### config.mk
export PLATFORM = sky130hd
export DESIGN_NAME = shuffle_bag_draw_core
export DESIGN_NICKNAME = d
export VERILOG_FILES = /design/src/rtl/core/sbd_pkg.sv /design/src/rtl/core/sbd_bag_ram.sv /design/src/rtl/core/sbd_mod_unit.sv /design/src/rtl/core/shuffle_bag_draw_core.sv
export VERILOG_INCLUDE_DIRS = /design/src /design/src/rtl/core
export SDC_FILE = /design/constraint.sdc
export NUM_CORES = 1
export LEC_CHECK = 0
export BUFFER_PORTS_ARGS = -buffer_cell sky130_fd_sc_hd__buf_2
export CAP_MARGIN = 10
export CELL_PAD_IN_SITES_DETAIL_PLACEMENT = 1
export CELL_PAD_IN_SITES_GLOBAL_PLACEMENT = 1
export CORE_MARGIN = 2
export CORE_UTILIZATION = 54
export CTS_BUF_LIST = sky130_fd_sc_hd__clkbuf_2 sky130_fd_sc_hd__clkbuf_4 sky130_fd_sc_hd__clkbuf_8
export DETAILED_ROUTE_END_ITERATION = 7
export GPL_ROUTABILITY_DRIVEN = 1
export HOLD_SLACK_MARGIN = 0.06
export PLACE_DENSITY_LB_ADDON = 0.25
export SLEW_MARGIN = 5
export SYNTH_ARGS = -nofsm -noshare
export SYNTH_HDL_FRONTEND = slang
export SYNTH_SLANG_ARGS = --single-unit
### constraint.sdc
create_clock -name clk -period 26.3 [get_ports clk]
set_input_delay 1.315 -clock clk [delete_from_list [all_inputs] [get_ports clk]]
set_output_delay 1.315 -clock clk [all_outputs]
set_load 0.005 [all_outputs]
### src/rtl/core/shuffle_bag_draw_core_defines.svh
// ----------------------------------------------------------------------------
// shuffle bag draw core assertion macros
// concurrent check helpers shared by the rtl files of the draw core
// ----------------------------------------------------------------------------
`ifndef SHUFFLE_BAG_DRAW_CORE_DEFINES_SVH
`define SHUFFLE_BAG_DRAW_CORE_DEFINES_SVH

// same-cycle implication
`define SBD_ASSERT_NOW(lbl, ck, rn, ante, cons) \
    lbl: assert property (@(posedge ck) disable iff (!rn) (ante) |-> (cons)) \
        else $error("sbd check failed");

// next-cycle implication
`define SBD_ASSERT_NEXT(lbl, ck, rn, ante, cons) \
    lbl: assert property (@(posedge ck) disable iff (!rn) (ante) |=> (cons)) \
        else $error("sbd check failed");

`endif

### src/rtl/core/sbd_pkg.sv
// ----------------------------------------------------------------------------
// sbd_pkg
// shared widths, constants, state codes and generator step of the draw core
// ----------------------------------------------------------------------------
`timescale 1ns / 1ps
`default_nettype none

package sbd_pkg;

    localparam int IDX_W         = 5;
    localparam int CFG_W         = 6;
    localparam int GEN_W         = 32;
    localparam int MAX_ITEMS_DEF = 32;
    localparam int STEP_BITS     = 8;
    localparam int MOD_STEPS     = GEN_W / STEP_BITS;

    localparam logic [GEN_W-1:0] GEN_RESET   = 32'h0005_1A17;
    localparam logic [CFG_W-1:0] COUNT_RESET = 6'd15;

    typedef enum logic [3:0] {
        ST_IDLE,
        ST_FILL,
        ST_GEN,
        ST_MOD,
        ST_SWRD,
        ST_SWWR_I,
        ST_SWWR_J,
        ST_FIXRD,
        ST_FIXCHK,
        ST_FIXWR,
        ST_DRAWRD,
        ST_DRAWOUT
    } sbd_state_t;

    function automatic logic [GEN_W-1:0] xorshift_step(input logic [GEN_W-1:0] g);
        logic [GEN_W-1:0] x1;
        logic [GEN_W-1:0] x2;
        x1 = g ^ (g << 13);
        x2 = x1 ^ (x1 >> 17);
        return x2 ^ (x2 << 5);
    endfunction

endpackage

`default_nettype wire

### src/rtl/core/sbd_bag_ram.sv
// ----------------------------------------------------------------------------
// sbd_bag_ram
// bag entry memory, one write port and two registered read ports
// ----------------------------------------------------------------------------
`timescale 1ns / 1ps
`default_nettype none

module sbd_bag_ram #(
    parameter int DEPTH = sbd_pkg::MAX_ITEMS_DEF
) (
    input  logic                         clk,
    input  logic                         we,
    input  logic [$clog2(DEPTH)-1:0]     waddr,
    input  logic [sbd_pkg::IDX_W-1:0]    wdata,
    input  logic [$clog2(DEPTH)-1:0]     raddr_a,
    input  logic [$clog2(DEPTH)-1:0]     raddr_b,
    output logic [sbd_pkg::IDX_W-1:0]    rdata_a,
    output logic [sbd_pkg::IDX_W-1:0]    rdata_b
);

    import sbd_pkg::*;

    logic [IDX_W-1:0] mem [DEPTH];

    always_ff @(posedge clk)
    begin
        if (we)
        begin
            mem[waddr] <= wdata;
        end
        rdata_a <= mem[raddr_a];
        rdata_b <= mem[raddr_b];
    end

endmodule

`default_nettype wire

### src/rtl/core/sbd_mod_unit.sv
// ----------------------------------------------------------------------------
// sbd_mod_unit
// iterative remainder of a 32-bit value by a small divisor, one byte a cycle
// ----------------------------------------------------------------------------
`timescale 1ns / 1ps
`default_nettype none

module sbd_mod_unit #(
    parameter int DIV_W = 6
) (
    input  logic                      clk,
    input  logic                      rst_n,
    input  logic                      start,
    input  logic [sbd_pkg::GEN_W-1:0] dividend,
    input  logic [DIV_W-1:0]          divisor,
    output logic                      done,
    output logic [DIV_W-1:0]          rem
);

    import sbd_pkg::*;

    localparam int CNT_W = (MOD_STEPS > 1) ? $clog2(MOD_STEPS) : 1;

    logic             busy_reg;
    logic             busy_next;
    logic             done_reg;
    logic             done_next;
    logic [CNT_W-1:0] cnt_reg;
    logic [CNT_W-1:0] cnt_next;
    logic [GEN_W-1:0] dvd_reg;
    logic [GEN_W-1:0] dvd_next;
    logic [DIV_W-1:0] dvs_reg;
    logic [DIV_W-1:0] dvs_next;
    logic [DIV_W-1:0] rem_reg;
    logic [DIV_W-1:0] rem_next;
    logic [DIV_W-1:0] rem_step;

    // restoring remainder over the top byte of the shifting dividend
    always_comb
    begin
        logic [DIV_W:0]   t;
        logic [DIV_W-1:0] r;
        r = rem_reg;
        for (int k = 0; k < STEP_BITS; k++)
        begin
            t = {r, dvd_reg[GEN_W-1-k]};
            if (t >= {1'b0, dvs_reg})
            begin
                r = DIV_W'(t - {1'b0, dvs_reg});
            end
            else
            begin
                r = t[DIV_W-1:0];
            end
        end
        rem_step = r;
    end

    always_comb
    begin
        busy_next = busy_reg;
        done_next = 1'b0;
        cnt_next  = cnt_reg;
        dvd_next  = dvd_reg;
        dvs_next  = dvs_reg;
        rem_next  = rem_reg;
        if (start)
        begin
            busy_next = 1'b1;
            cnt_next  = '0;
            dvd_next  = dividend;
            dvs_next  = divisor;
            rem_next  = '0;
        end
        else if (busy_reg)
        begin
            rem_next = rem_step;
            dvd_next = dvd_reg << STEP_BITS;
            cnt_next = cnt_reg + CNT_W'(1);
            if (cnt_reg == CNT_W'(MOD_STEPS - 1))
            begin
                busy_next = 1'b0;
                done_next = 1'b1;
            end
        end
    end

    always_ff @(posedge clk or negedge rst_n)
    begin
        if (!rst_n)
        begin
            busy_reg <= 1'b0;
            done_reg <= 1'b0;
        end
        else
        begin
            busy_reg <= busy_next;
            done_reg <= done_next;
        end
    end

    always_ff @(posedge clk)
    begin
        cnt_reg <= cnt_next;
        dvd_reg <= dvd_next;
        dvs_reg <= dvs_next;
        rem_reg <= rem_next;
    end

    assign done = done_reg;
    assign rem  = rem_reg;

endmodule

`default_nettype wire

### src/rtl/core/shuffle_bag_draw_core.sv
// ----------------------------------------------------------------------------
// shuffle_bag_draw_core
// shuffle bag draw: refill, fisher-yates shuffle with xorshift32, draw
//
// channel   ports                          handshake
// draw in   start, restart                 taken when start and not busy
// draw out  done, drawn_index, reshuffled  one-cycle strobe, no back-pressure
// config    item_count_we, item_count      written on any edge with we high
//
// a draw from a filled bag reads the entry and registers it as the result; a
// refilling draw writes the n entries, runs one swap per position from n-1
// down to 1, then the last-index fix (neither for a single entry); each swap
// is a generator step, the byte-per-cycle remainder unit, one read, two writes
// busy drops with the result strobe; the next item can be taken at its end
// reset clears the bag state at once, no clearing pass; results cannot stall
// ----------------------------------------------------------------------------
`timescale 1ns / 1ps
`default_nettype none

module shuffle_bag_draw_core #(
    parameter int MAX_ITEMS = sbd_pkg::MAX_ITEMS_DEF
) (
    input  logic                      clk,
    input  logic                      rst_n,
    input  logic                      start,
    output logic                      busy,
    input  logic                      restart,
    output logic                      done,
    output logic [sbd_pkg::IDX_W-1:0] drawn_index,
    output logic                      reshuffled,
    input  logic                      item_count_we,
    input  logic [sbd_pkg::CFG_W-1:0] item_count
);

    import sbd_pkg::*;

    `include "shuffle_bag_draw_core_defines.svh"

    localparam int ADDR_W = $clog2(MAX_ITEMS);
    localparam int CNT_W  = $clog2(MAX_ITEMS + 1);
    localparam int CMP_W  = (CNT_W > CFG_W) ? CNT_W : CFG_W;

    sbd_state_t        state_reg;
    sbd_state_t        state_next;
    logic [CFG_W-1:0]  count_reg;
    logic [CFG_W-1:0]  count_next;
    logic [GEN_W-1:0]  gen_reg;
    logic [GEN_W-1:0]  gen_next;
    logic [CNT_W-1:0]  fill_reg;
    logic [CNT_W-1:0]  fill_next;
    logic [CNT_W-1:0]  pos_reg;
    logic [CNT_W-1:0]  pos_next;
    logic [IDX_W-1:0]  last_reg;
    logic [IDX_W-1:0]  last_next;
    logic              last_valid_reg;
    logic              last_valid_next;
    logic              done_reg;
    logic              done_next;
    logic [CNT_W-1:0]  n_reg;
    logic [CNT_W-1:0]  n_next;
    logic [ADDR_W-1:0] i_reg;
    logic [ADDR_W-1:0] i_next;
    logic [ADDR_W-1:0] j_reg;
    logic [ADDR_W-1:0] j_next;
    logic [IDX_W-1:0]  tmp_reg;
    logic [IDX_W-1:0]  tmp_next;
    logic              reshuf_reg;
    logic              reshuf_next;
    logic [IDX_W-1:0]  drawn_reg;
    logic [IDX_W-1:0]  drawn_next;
    logic              reshuf_out_reg;
    logic              reshuf_out_next;

    logic              ram_we;
    logic [ADDR_W-1:0] ram_waddr;
    logic [IDX_W-1:0]  ram_wdata;
    logic [ADDR_W-1:0] ram_raddr_a;
    logic [ADDR_W-1:0] ram_raddr_b;
    logic [IDX_W-1:0]  ram_rdata_a;
    logic [IDX_W-1:0]  ram_rdata_b;

    logic              mod_start;
    logic              mod_done;
    logic [CNT_W-1:0]  mod_rem;
    logic [GEN_W-1:0]  gen_step;
    logic [CMP_W-1:0]  count_ext;
    logic [CNT_W-1:0]  n_eff;

    sbd_bag_ram #(
        .DEPTH(MAX_ITEMS)
    ) u_bag_ram (
        .clk     (clk),
        .we      (ram_we),
        .waddr   (ram_waddr),
        .wdata   (ram_wdata),
        .raddr_a (ram_raddr_a),
        .raddr_b (ram_raddr_b),
        .rdata_a (ram_rdata_a),
        .rdata_b (ram_rdata_b)
    );

    sbd_mod_unit #(
        .DIV_W(CNT_W)
    ) u_mod_unit (
        .clk      (clk),
        .rst_n    (rst_n),
        .start    (mod_start),
        .dividend (gen_step),
        .divisor  (CNT_W'(i_reg) + CNT_W'(1)),
        .done     (mod_done),
        .rem      (mod_rem)
    );

    assign gen_step  = xorshift_step(gen_reg);
    assign count_ext = CMP_W'(count_reg);

    // zero counts as one, saturate at the bag depth
    always_comb
    begin
        if (count_reg == '0)
        begin
            n_eff = CNT_W'(1);
        end
        else if (count_ext > CMP_W'(MAX_ITEMS))
        begin
            n_eff = CNT_W'(MAX_ITEMS);
        end
        else
        begin
            n_eff = CNT_W'(count_ext);
        end
    end

    always_comb
    begin
        state_next      = state_reg;
        count_next      = item_count_we ? item_count : count_reg;
        gen_next        = gen_reg;
        fill_next       = fill_reg;
        pos_next        = pos_reg;
        last_next       = last_reg;
        last_valid_next = last_valid_reg;
        done_next       = 1'b0;
        n_next          = n_reg;
        i_next          = i_reg;
        j_next          = j_reg;
        tmp_next        = tmp_reg;
        reshuf_next     = reshuf_reg;
        drawn_next      = drawn_reg;
        reshuf_out_next = reshuf_out_reg;
        ram_we          = 1'b0;
        ram_waddr       = i_reg;
        ram_wdata       = IDX_W'(i_reg);
        ram_raddr_a     = i_reg;
        ram_raddr_b     = j_reg;
        mod_start       = 1'b0;
        case (state_reg)
            ST_IDLE:
            begin
                if (start)
                begin
                    if (restart)
                    begin
                        last_valid_next = 1'b0;
                    end
                    if (restart || (pos_reg >= fill_reg))
                    begin
                        n_next      = n_eff;
                        fill_next   = n_eff;
                        pos_next    = '0;
                        i_next      = '0;
                        reshuf_next = 1'b1;
                        state_next  = ST_FILL;
                    end
                    else
                    begin
                        reshuf_next = 1'b0;
                        state_next  = ST_DRAWRD;
                    end
                end
            end
            ST_FILL:
            begin
                ram_we    = 1'b1;
                ram_waddr = i_reg;
                ram_wdata = IDX_W'(i_reg);
                if (CNT_W'(i_reg) == n_reg - CNT_W'(1))
                begin
                    if (n_reg == CNT_W'(1))
                    begin
                        state_next = ST_DRAWRD;
                    end
                    else
                    begin
                        i_next     = ADDR_W'(n_reg - CNT_W'(1));
                        state_next = ST_GEN;
                    end
                end
                else
                begin
                    i_next = i_reg + ADDR_W'(1);
                end
            end
            ST_GEN:
            begin
                gen_next   = gen_step;
                mod_start  = 1'b1;
                state_next = ST_MOD;
            end
            ST_MOD:
            begin
                if (mod_done)
                begin
                    j_next     = mod_rem[ADDR_W-1:0];
                    state_next = ST_SWRD;
                end
            end
            ST_SWRD:
            begin
                ram_raddr_a = i_reg;
                ram_raddr_b = j_reg;
                state_next  = ST_SWWR_I;
            end
            ST_SWWR_I:
            begin
                ram_we     = 1'b1;
                ram_waddr  = i_reg;
                ram_wdata  = ram_rdata_b;
                tmp_next   = ram_rdata_a;
                state_next = ST_SWWR_J;
            end
            ST_SWWR_J:
            begin
                ram_we    = 1'b1;
                ram_waddr = j_reg;
                ram_wdata = tmp_reg;
                if (i_reg == ADDR_W'(1))
                begin
                    state_next = ST_FIXRD;
                end
                else
                begin
                    i_next     = i_reg - ADDR_W'(1);
                    state_next = ST_GEN;
                end
            end
            ST_FIXRD:
            begin
                ram_raddr_a = '0;
                ram_raddr_b = ADDR_W'(1);
                state_next  = ST_FIXCHK;
            end
            ST_FIXCHK:
            begin
                // avoid repeating the last drawn index across bags
                if (last_valid_reg && (ram_rdata_a == last_reg))
                begin
                    ram_we     = 1'b1;
                    ram_waddr  = '0;
                    ram_wdata  = ram_rdata_b;
                    tmp_next   = ram_rdata_a;
                    state_next = ST_FIXWR;
                end
                else
                begin
                    state_next = ST_DRAWRD;
                end
            end
            ST_FIXWR:
            begin
                ram_we     = 1'b1;
                ram_waddr  = ADDR_W'(1);
                ram_wdata  = tmp_reg;
                state_next = ST_DRAWRD;
            end
            ST_DRAWRD:
            begin
                ram_raddr_a = pos_reg[ADDR_W-1:0];
                state_next  = ST_DRAWOUT;
            end
            ST_DRAWOUT:
            begin
                drawn_next      = ram_rdata_a;
                reshuf_out_next = reshuf_reg;
                done_next       = 1'b1;
                last_next       = ram_rdata_a;
                last_valid_next = 1'b1;
                pos_next        = pos_reg + CNT_W'(1);
                state_next      = ST_IDLE;
            end
            default:
            begin
                state_next = ST_IDLE;
            end
        endcase
    end

    always_ff @(posedge clk or negedge rst_n)
    begin
        if (!rst_n)
        begin
            state_reg      <= ST_IDLE;
            count_reg      <= COUNT_RESET;
            gen_reg        <= GEN_RESET;
            fill_reg       <= '0;
            pos_reg        <= '0;
            last_reg       <= '0;
            last_valid_reg <= 1'b0;
            done_reg       <= 1'b0;
        end
        else
        begin
            state_reg      <= state_next;
            count_reg      <= count_next;
            gen_reg        <= gen_next;
            fill_reg       <= fill_next;
            pos_reg        <= pos_next;
            last_reg       <= last_next;
            last_valid_reg <= last_valid_next;
            done_reg       <= done_next;
        end
    end

    always_ff @(posedge clk)
    begin
        n_reg          <= n_next;
        i_reg          <= i_next;
        j_reg          <= j_next;
        tmp_reg        <= tmp_next;
        reshuf_reg     <= reshuf_next;
        drawn_reg      <= drawn_next;
        reshuf_out_reg <= reshuf_out_next;
    end

    assign busy        = (state_reg != ST_IDLE);
    assign done        = done_reg;
    assign drawn_index = drawn_reg;
    assign reshuffled  = reshuf_out_reg;

    `SBD_ASSERT_NOW(a_done_idle, clk, rst_n, done_reg, state_reg == ST_IDLE)
    `SBD_ASSERT_NEXT(a_restart_fill, clk, rst_n, start && !busy && restart, state_reg == ST_FILL)
    `SBD_ASSERT_NOW(a_pos_bound, clk, rst_n, 1'b1, pos_reg <= fill_reg)
    `SBD_ASSERT_NOW(a_swap_order, clk, rst_n, state_reg == ST_SWRD, j_reg <= i_reg)
    `SBD_ASSERT_NOW(a_write_bound, clk, rst_n, ram_we, CNT_W'(ram_waddr) < n_reg)

endmodule

`default_nettype wire
### Word level (Yosys, flattened, before mapping)

Memories as Yosys holds them, arrays and structs flattened. A register that Yosys moved wholly into a read port is not among the register bits.
Index checks and enable logic that the tools add are counted.

| storage, ports and cells | value |
|---|---|
| register bits after elaboration | 137 |
| latch bits | 0 |
| bits in writable memories | 160 |
| bits in read-only memories | 0 |
| bits of input ports | 11 |
| output and inout port bits | 8 |
| memories kept | 1 |

| operators by class | value |
|---|---|
| $add $sub $neg | 14 |
| multipliers | 0 |
| div/mod/pow operators | 0 |
| magnitude comparators | 10 |
| equal/unequal tests | 24 |
| shift-type cells | 0 |
| multiplexer cells | 53 |
| bitwise gates (word level) | 3 |
| reduce and logical (&&, ||, !) cells | 19 |

Memories:

| name | words | bits a word | read ports | clocked after Yosys merged registers in | wr ports | RTL line | text |
|---|---|---|---|---|---|---|---|
| u_bag_ram.mem | 32 | 5 | 2 | 2 | 1 | sbd_bag_ram.sv:23 | `logic [IDX_W-1:0] mem [DEPTH];` |

Operators with widths:

| cell | count |
|---|---|
| 6-bit two-way mux | 12 |
| 32-bit two-way mux | 2 |
| 32-bit XOR | 2 |
| 7-bit by 6-bit greater-or-equal comparator with 1-bit output | 8 |
| 6-bit subtractor | 8 |
| 5-bit two-way mux | 9 |
| 5-bit one-hot mux with 3 select lines | 3 |
| 4-bit one-hot mux with 11 select lines | 1 |
| 32-bit by 15-bit XOR with 32-bit output | 1 |
| 4-bit two-way mux | 5 |
| 5-bit one-hot mux with 2 select lines | 2 |
| 4-bit by 3-bit equality test with 1-bit output (second input constant) | 4 |
| 4-bit equality test (second input constant) | 4 |
| 1-bit two-way mux | 14 |
| 2-bit inequality test (second input constant) | 6 |
| 6-bit one-hot mux with 2 select lines | 1 |
| 3-bit AND reduction | 4 |
| 4-bit by 2-bit equality test with 1-bit output (second input constant) | 2 |
| 5-bit by 1-bit adder with 6-bit output (second input constant) | 1 |
| 6-bit by 1-bit adder with 6-bit output (second input constant) | 1 |
| 5-bit by 6-bit equality test with 1-bit output | 1 |
| 6-bit by 1-bit equality test with 1-bit output (second input constant) | 1 |
| 6-bit greater-or-equal comparator | 1 |
| 6-bit > comparator (second input constant) | 1 |
| 24 further kinds | 29 |

### Depth between registers and ports, before layout

Gate-level depths: netlist of the first run.

| depth | value |
|---|---|
| depth after elaboration | 16 |
| gate-level depth with buffers | 79 |
| mapped depth without buffers | 79 |

### Cells and area by module

Synthesis of the first run repeated with hierarchy kept, for this count alone.

| unflattened totals | value |
|---|---|
| cells, all modules | 1,325 |
| area, all modules | 17,561.8 sq um |

Modules (own cells, without submodules):

| module | times used | cells each | area each (sq um) | sequential area each (sq um) |
|---|---|---|---|---|
| sbd_bag_ram | 1 | 348 | 7,673.6 | 5,004.8 |
| shuffle_bag_draw_core | 1 | 503 | 5,185.0 | 2,383.5 |
| sbd_mod_unit | 1 | 474 | 4,703.3 | 1,351.3 |

### Worst setup path after synthesis of the first run

Ideal clock, no wire load.

| path | value |
|---|---|
| path type | register to register |
| start point | reg u_mod_unit.dvs_reg[1] |
| end point | reg u_mod_unit.rem_reg[4] (netlist: u_mod_unit.rem[4]) |
| arrival | 16,111 ps |
| data required time | 26,175 ps |
| path slack | 10,064 ps |
| stages on the path, launching flop included | 78 |
| period minus slack after synthesis | 16,236 ps |
| cells stage by stage | edfxtp_1 -> inv_1 -> ha_1 -> nand2_1 -> o21ai_1 -> o221ai_2 -> nand2_1 -> o21ai_0 -> inv_1 -> ha_1 -> nor2b_1 -> o31a_1 -> o31ai_2 -> o211a_1 -> nand2_2 -> nand2_1 -> a21boi_0 -> inv_1 -> [42 not listed] -> nand2b_1 -> a21o_1 -> a21o_1 -> a31o_2 -> a21o_1 -> a211oi_2 -> nand2_1 -> o21a_1 -> ha_1 -> a21oi_1 -> o21bai_1 -> a21o_1 -> a21oi_1 -> o21ai_0 -> a21oi_1 -> o211ai_4 -> nor4b_1 -> o31ai_1 |

| on the way | value |
|---|---|
| longest elaborated chain between the ends | 16 |
| elaborated cells between the ends (all ways) | 24 |
| classes of those cells | 8 x add/sub; 8 x order compare; 8 x mux |

RTL lines:

| what | RTL line | text |
|---|---|---|
| from (decl) | sbd_mod_unit.sv:32 | `logic [DIV_W-1:0] dvs_reg;` |
| from (signal assigned) | sbd_mod_unit.sv:106 | `dvs_reg <= dvs_next;` |
| 6-bit subtractor or 7-bit by 6-bit greater-or-equal comparator with 1-bit output (tied branches) | sbd_mod_unit.sv:49, sbd_mod_unit.sv:47 |  |
| 6-bit two-way mux | sbd_mod_unit.sv:47 | `if (t >= {1'b0, dvs_reg})` |
| 6-bit subtractor or 7-bit by 6-bit greater-or-equal comparator with 1-bit output (tied branches) | sbd_mod_unit.sv:49, sbd_mod_unit.sv:47 |  |
| 6-bit two-way mux | sbd_mod_unit.sv:47 |  |
| 6-bit subtractor or 7-bit by 6-bit greater-or-equal comparator with 1-bit output (tied branches) | sbd_mod_unit.sv:49, sbd_mod_unit.sv:47 |  |
| 6-bit two-way mux | sbd_mod_unit.sv:47 |  |
| 6-bit subtractor or 7-bit by 6-bit greater-or-equal comparator with 1-bit output (tied branches) | sbd_mod_unit.sv:49, sbd_mod_unit.sv:47 |  |
| 6-bit two-way mux | sbd_mod_unit.sv:47 |  |
| 6-bit subtractor or 7-bit by 6-bit greater-or-equal comparator with 1-bit output (tied branches) | sbd_mod_unit.sv:49, sbd_mod_unit.sv:47 |  |
| 6-bit two-way mux | sbd_mod_unit.sv:47 |  |
| 7-bit by 6-bit greater-or-equal comparator with 1-bit output or 6-bit subtractor (tied branches) | sbd_mod_unit.sv:47, sbd_mod_unit.sv:49 |  |
| 6-bit two-way mux | sbd_mod_unit.sv:47 |  |
| 6-bit subtractor or 7-bit by 6-bit greater-or-equal comparator with 1-bit output (tied branches) | sbd_mod_unit.sv:49, sbd_mod_unit.sv:47 |  |
| 6-bit two-way mux | sbd_mod_unit.sv:47 |  |
| 6-bit subtractor or 7-bit by 6-bit greater-or-equal comparator with 1-bit output (tied branches) | sbd_mod_unit.sv:49, sbd_mod_unit.sv:47 |  |
| 6-bit two-way mux (*) | sbd_mod_unit.sv:47 |  |
| to (signal assigned) | sbd_mod_unit.sv:107 | `rem_reg <= rem_next;` |
| to (decl) | sbd_mod_unit.sv:34 | `logic [DIV_W-1:0] rem_reg;` |

Every way passes the cells marked *; elsewhere a longest branch is shown, timed or not.
A chain may end at the register's enable or synchronous reset.

### Final worst setup path of the first run

Same ends and word-level chain as after synthesis.

==> results of run 1 <==
[per-stage QoR]
stage	cells	setup slack (ps)	hold slack [ps]	area, sq um	utilization (%)
after floorplan	1590	10060	400	17800	-
after global placement	1993	7930	429	18300	56.4
after detailed placement	1993	6990	418	18300	56.4
after CTS	2083	6950	443	19300	59.5
after global routing	2084	5270	451	19400	59.5
final	2084	6780	438	19400	59.5
[worst max-delay path: cells and delay by family, from the launching register on]
kind	cells	cell delay, ps
AOI/OAI and AO/OA	44	11660
and+or+nand+nor	17	2950
adders and majority gates	8	2360
buffers and inverters	6	950
DFF	1	720
muxes	2	720
[metal layers]
metal / vias to the layer above / part of all wire [%] / track usage (%)
li1: 5897 / - / -
met1: 6742 / 43 / 42.8
met2: 562 / 48 / 51.1
met3: 119 / 6.9 / 5.17
met4: 2 / 2.8 / 10.6
met5: - / 0.025 / 0
[cell usage in the layout (no fill, tap or decap), types with 9 or more instances in the layout]
cell       netlist  routed
nor2b_1         18      18
a31oi_1         24      24
inv_1           53      53
dfrtp_1         50      50
o2111ai_1       26      26
mux2i_1         18      18
buf_4            0      16
and2_1          26      26
mux4_2          50      50
ha_1            61      61
o21a_1           9       9
nand3_1         14      14
clkbuf_8         0      54
clkbuf_4         0      16
xor2_1          61      61
or3_1            9       9
nor3_1           9       9
nand2_1        162     160
mux2_2          35      35
o211ai_1        16      16
edfxtp_1       226     226
xnor2_1         97      97
a21o_1          24      24
o21ai_0        102     100
a21oi_1         56      56
dfstp_2         13      13
nand2b_1        35      35
a211oi_1        25      25
dfxtp_1         18      18
nor2_1         150     149
buf_2            0      18
[cells by family (layout without fill, tap and decap cells)]
| family | Yosys count | after routing | share of synthesized area, % |
|---|---|---|---|
| and+or+nand+nor | 468 | 468 | 12.1 |
| AOI/OAI and AO/OA | 359 | 359 | 13.7 |
| DFF | 307 | 307 | 49.0 |
| xor gates and xnor gates | 158 | 158 | 7.76 |
| buffers and inverters | 126 | 178 | 2.65 |
| muxes | 103 | 103 | 9.54 |
| adders and majority gates | 69 | 69 | 5.18 |
[area by class of cell]
class / count / area (sq um) / share of cell area, %
well taps: 442 / 553 / 2.86
clock inverters: 20 / 139 / 0.717
inverters: 53 / 199 / 1.03
flip-flops and latches: 307 / 8740 / 45.1
repair buffers: 35 / 225 / 1.16
multi-input cells: 1157 / 8640 / 44.6
clock buffers: 70 / 863 / 4.46
[final timing paths]
kind	startpoint	endpoint	slack [ps]
hold reg to reg	reshuf_reg	reshuffled	440
max in group asynchronous	rst_n	state_reg[1]	24810
min in group asynchronous	rst_n	gen_reg[15]	900
setup reg to reg	u_mod_unit.dvs_reg[1]	u_mod_unit.rem[4]	6780
setup / recovery	u_mod_unit.dvs_reg[1]	u_mod_unit.rem[4]	6780
hold / removal	reshuf_reg	reshuffled	440
==> impl_metrics.csv, run 1 <==
group,metric,value,unit
global_route,grt_max_degree,82,
clocking,post_cts_buffers,0,
synthesis,ys.flop_type,"edfxtp_1",
synthesis,synth.top_cell.area_share,38.1,%
synthesis,synth_area_leader_cell,"edfxtp_1",
route,ant_nets,0,
synthesis,synthArstFlopShare,20.5,%
floorplan,fp-row-count,66,
place,place_hpwl,35000,um
synthesis,synth_area,17800,sq um
timing,fmaxAchievable,51.2,MHz
floorplan,die_h,186,um
global_route,grt.total_usage,31.3,%
route,vias,13300,
synthesis,synthTopCellsByCount,"edfxtp_1, nand2_1, nor2_1, o21ai_0, xnor2_1",
clocking,tritoncts,"built",
synthesis,avgSynthCellArea,11.2,sq um
min_path,min-delay-path-class,"flop to flop",
layout,syn2layout_area_growth,8.64,%
layout,largest_reg_flops,160,
timing,setup_violations,0,
place,portBuffers,18,
timing,relSlewSlack,13.4,%
synthesis,yosysSeqAreaShare,49.0,%
floorplan,num_io_pins,19,
place,gp_congestion,0.895,
layout,drive_gt1_share,15.4,%
clocking,cts_buffers,49,
clocking,clk_latency,610,ps
synthesis,netlist_top_cells_area,"edfxtp_1, dfrtp_1, mux4_2",
route,drt_iter0_drc,1228,
synthesis,synth.distinct_cells,81,
status,status,"complete, no violations",
setup_path,start_kind,"flop",
run,cap_violations,0,
global_route,antenna_found_initial,1,
synthesis,ys_warn_count,0,
setup_path,worstSetupPathType,"flop to flop",
setup_path,arrival,20000,ps
clocking,h-tree-depth,2,
route,wirelength,52100,um
synthesis,synth_edf_count,226,
synthesis,synthCells,1590,
setup_path,path_max_fanout,10,
min_path,hold_path_depth,0,
clocking,cts_max_path_buffers,3,
global_route,grt_pass1_wl,81500,um
clocking,cts_hold_buffers,0,
timing,clock_skew,36.9,ps
route,drc,0,
floorplan,fp.dieArea,34500,sq um
setup_path,end_kind,"flop",
timing,setup_tns,0,ps
setup_path,critical-path-slowest-cell,"edfxtp_1",
global_route,grt_pass1_vias,14100,
layout,final_nets,1683,
timing,finalMaxSlewViolations,0,
clocking,clk_pin_slew,60,ps
setup_path,slowest_delay,720,ps
setup_path,ff2ff_path_depth,77,
clocking,clock_sinks,307,
clocking,cts_resized,0,
synthesis,syn_nets,1670,
synthesis,ys_ff_latch,307,
layout,num-fill-cells,3427,
route,first_pass_iters,8,
synthesis,synth.most_common_cell,"edfxtp_1",
timing,fin_crit_sh,74.2,%
timing,rsz0062_at_grt,"false",
route,vias_per_cell,6.39,
floorplan,chipWidth,186,um
timing,finalHoldViolCount,0,
layout,antenna_cells,0,
route,wl_per_cell,25.0,um
floorplan,initial_core_util,54.8,%
timing,min_period,19520,ps
global_route,grt_overflow_total,0,
floorplan,coreArea,32500,sq um
timing,tightest_slew,1300,ps
setup_path,required,26770,ps
clocking,cts_root_buffer,"clkbuf_8",
Power of run 1 is left out: the tool's default activity adds up to more than one toggle a clock period on the data nets, which glitch-free logic cannot reach.
==> run 2, diff against run 1 <==
Settings changed: ABC_AREA set to 1, CORE_UTILIZATION 54 to 52.
Clock period 26.3 ns to 19 ns, I/O delays scaled along.
==> run 2 against run 1 <==
Synthesized cell count up 18%. Count of clock-buffer cells in the layout up 8. Synthesized area down 3.2%. Non-clock buffer count up 4. Clock skew up 1.1 ps. Die area up 0.54%. Via count up 9.9%. Largest cell class unchanged.
==> impl_metrics.csv, run 2 <==
group,metric,value,unit
layout,final_util,57.9,%
route,drt_iter0_drc,1248,
layout,final_nets,1974,
synthesis,ys_warn_count,0,
global_route,grt_max_degree,88,
setup_path,ff2ff_path_depth,83,
setup_path,cpMostUsedCell,"nand2_1",
setup_path,required,19450,ps
layout,stdcell_count,2375,
layout,layout_commonest_cell,"nand2_1",
min_path,hold_path_depth,0,
setup_path,end_kind,"flop",
min_path,min-delay-path-class,"flop to flop",
setup_path,cp_top_family,"compound AO/OA/AOI/OAI gates",
synthesis,ys.flop_type,"edfxtp_1",
timing,finalHoldViolCount,0,
clocking,clock_sinks,307,
synthesis,synth.distinct_cells,55,
floorplan,fp.dieArea,34700,sq um
layout,drive_gt1_share,11.7,%
global_route,antenna_found_initial,0,
power,p_per_area,70.1,nW/um^2
synthesis,syn_nets,1956,
place,gp_congestion,0.880,
clocking,h-tree-depth,2,
timing,setup_tns,0,ps
timing,setup_ws,4270,ps
route,vias,14600,
synthesis,avgSynthCellArea,9.20,sq um
place,place_hpwl,35000,um
setup_path,worstSetupPathType,"flop to flop",
floorplan,die_h,186,um
synthesis,netlist_top_cells_area,"edfxtp_1, dfrtp_1, nand2_1",
floorplan,fp-row-count,66,
clocking,clk_latency,600,ps
timing,tightest_slew,1250,ps
route,wirelength,53200,um
route,first_pass_iters,6,
status,status,"complete, no violations",
place,place_ws,4200,ps
layout,antenna_cells,0,
timing,clock_skew,38.0,ps
setup_path,timing.rr.start,"u_mod_unit.dvs_reg[1]",
min_path,hold_end,"reshuffled",
clocking,clk_pin_slew,70,ps
clocking,post_cts_buffers,0,
min_path,worstHoldStart,"reshuf_reg",
setup_path,arrival,15190,ps
layout,syn2layout_area_growth,9.40,%
place,portBuffers,18,
global_route,grt_pass1_vias,15100,
clocking,cts_buffers,49,
synthesis,synthCells,1876,
synthesis,synth.most_common_cell,"nand2_1",
synthesis,synth.top_cell.area_share,39.3,%
power,leakage,7.20,nW
clocking,cts_max_path_buffers,3,
setup_path,reg2reg_to,"u_mod_unit.rem[4]",
floorplan,initial_core_util,52.9,%
setup_path,slowest_delay,650,ps
floorplan,coreArea,32600,sq um
synthesis,synthTopCellsByCount,"nand2_1, nor2_1, edfxtp_1, o21ai_0, inv_1",
layout,largest_reg_flops,160,
setup_path,start_kind,"flop",
clocking,tritoncts,"built",
layout,layout_common_cells,"nand2_1, nor2_1, edfxtp_1",
timing,finalMaxSlewViolations,0,
setup_path,path_max_fanout,11,
global_route,grt_overflow_total,0,
synthesis,synth_area_leader_cell,"edfxtp_1",
timing,relSlewSlack,16.6,%
clocking,cts_hold_buffers,0,
setup_path,r2r_slack,4270,ps
timing,fmaxAchievable,67.9,MHz
route,drc,0,
floorplan,chipWidth,186,um
synthesis,ys_ff_latch,307,
synthesis,yosysSeqAreaShare,50.6,%
route,vias_per_cell,6.17,
clocking,cts_resized,0,
clocking,cts_root_buffer,"clkbuf_8",
global_route,grt_pass1_wl,83600,um
timing,rsz0062_at_grt,"false",
synthesis,synth_edf_count,226,
timing,setup_violations,0,
synthesis,synthArstFlopShare,20.5,%
setup_path,path_buf_inv,12,
global_route,grt.total_usage,31.2,%
power,ir_drop,0.0000723,V
run,cap_violations,0,
timing,min_period,14730,ps
route,ant_nets,0,
synthesis,synth_area,17300,sq um
place,dp.cells,2285,
setup_path,critical-path-slowest-cell,"edfxtp_1",
route,wl_per_cell,22.4,um
floorplan,num_io_pins,19,
timing,fin_crit_sh,77.5,%
-- run 2: layout make-up --
class / instances / area (sq um)
Tap cell: 442 / 553
Timing Repair Buffer: 39 / 248
Fill cell: 3708 / 13700
Clock buffer: 78 / 948
Clock inverter: 12 / 93.8
Multi-Input combinational cell: 1330 / 7660
Sequential cell: 307 / 8740
Inverter: 167 / 632
-- run 2: worst max path at each step --
stage / cells after the start / end / slack [ps] / start
after floorplan: 85 / u_mod_unit.rem[1] / 6460 / u_mod_unit.dvs_reg[1]
after global placement: 83 / u_mod_unit.rem[2] / 5220 / u_mod_unit.dvs_reg[1]
after global routing: 83 / u_mod_unit.rem[4] / 2420 / u_mod_unit.dvs_reg[1]
after CTS: 83 / u_mod_unit.rem[5] / 4190 / u_mod_unit.dvs_reg[1]
after detailed placement: 83 / u_mod_unit.rem[5] / 4200 / u_mod_unit.dvs_reg[1]
final: 83 / u_mod_unit.rem[4] / 4270 / u_mod_unit.dvs_reg[1]
-- run 2: kinds of logic (layout without fill, tap and decap cells) --
kind of cell / after synthesis / count (layout) / synth area share (%)
compound gates: 409 / 409 / 15.2
flops: 307 / 307 / 50.6
buf+inv: 239 / 296 / 5.31
simple gates: 774 / 774 / 19.5
mux: 2 / 2 / 0.130
fa+ha+maj: 69 / 69 / 5.35
xor+xnor: 76 / 76 / 3.86
-- run 2: stage by stage --
step,hold WS (ps),total power [W],instance area (sq um)
after floorplan,400,0.000731,17300
after global placement,427,0.000736,17800
after detailed placement,407,0.000736,17800
after CTS,436,0.00133,18900
after global routing,441,0.00135,18900
final,436,0.00132,18900
-- run 2: power by group --
group	switching, W	internal, W
sequential	0.000000846	0.000714
clock	0.000270	0.000331
combinational	0.00000548	0.00000198
-- run 2: worst reg2reg max path, delay by kind of cell (launching register included) --
family	cells	cell delay [ps]
AO/OA/AOI/OAI	29	6000
AND/OR/NAND/NOR	34	3970
adder cells (fa/ha/maj)	8	2740
buffers and inverters	12	1290
flip-flops	1	650
-- run 2: per-layer routing --
| metal | track usage [%] | vias to the layer above | wire [um] |
|---|---|---|---|
| met5 | 0 | - | 0 |
| met4 | 8.76 | 0 | 1190 |
| met3 | 3.97 | 111 | 3880 |
| met2 | 51.0 | 644 | 24800 |
| met1 | 43.9 | 7295 | 23300 |
| li1 | - | 6597 | - |
(Power assumes the default switching activity.)
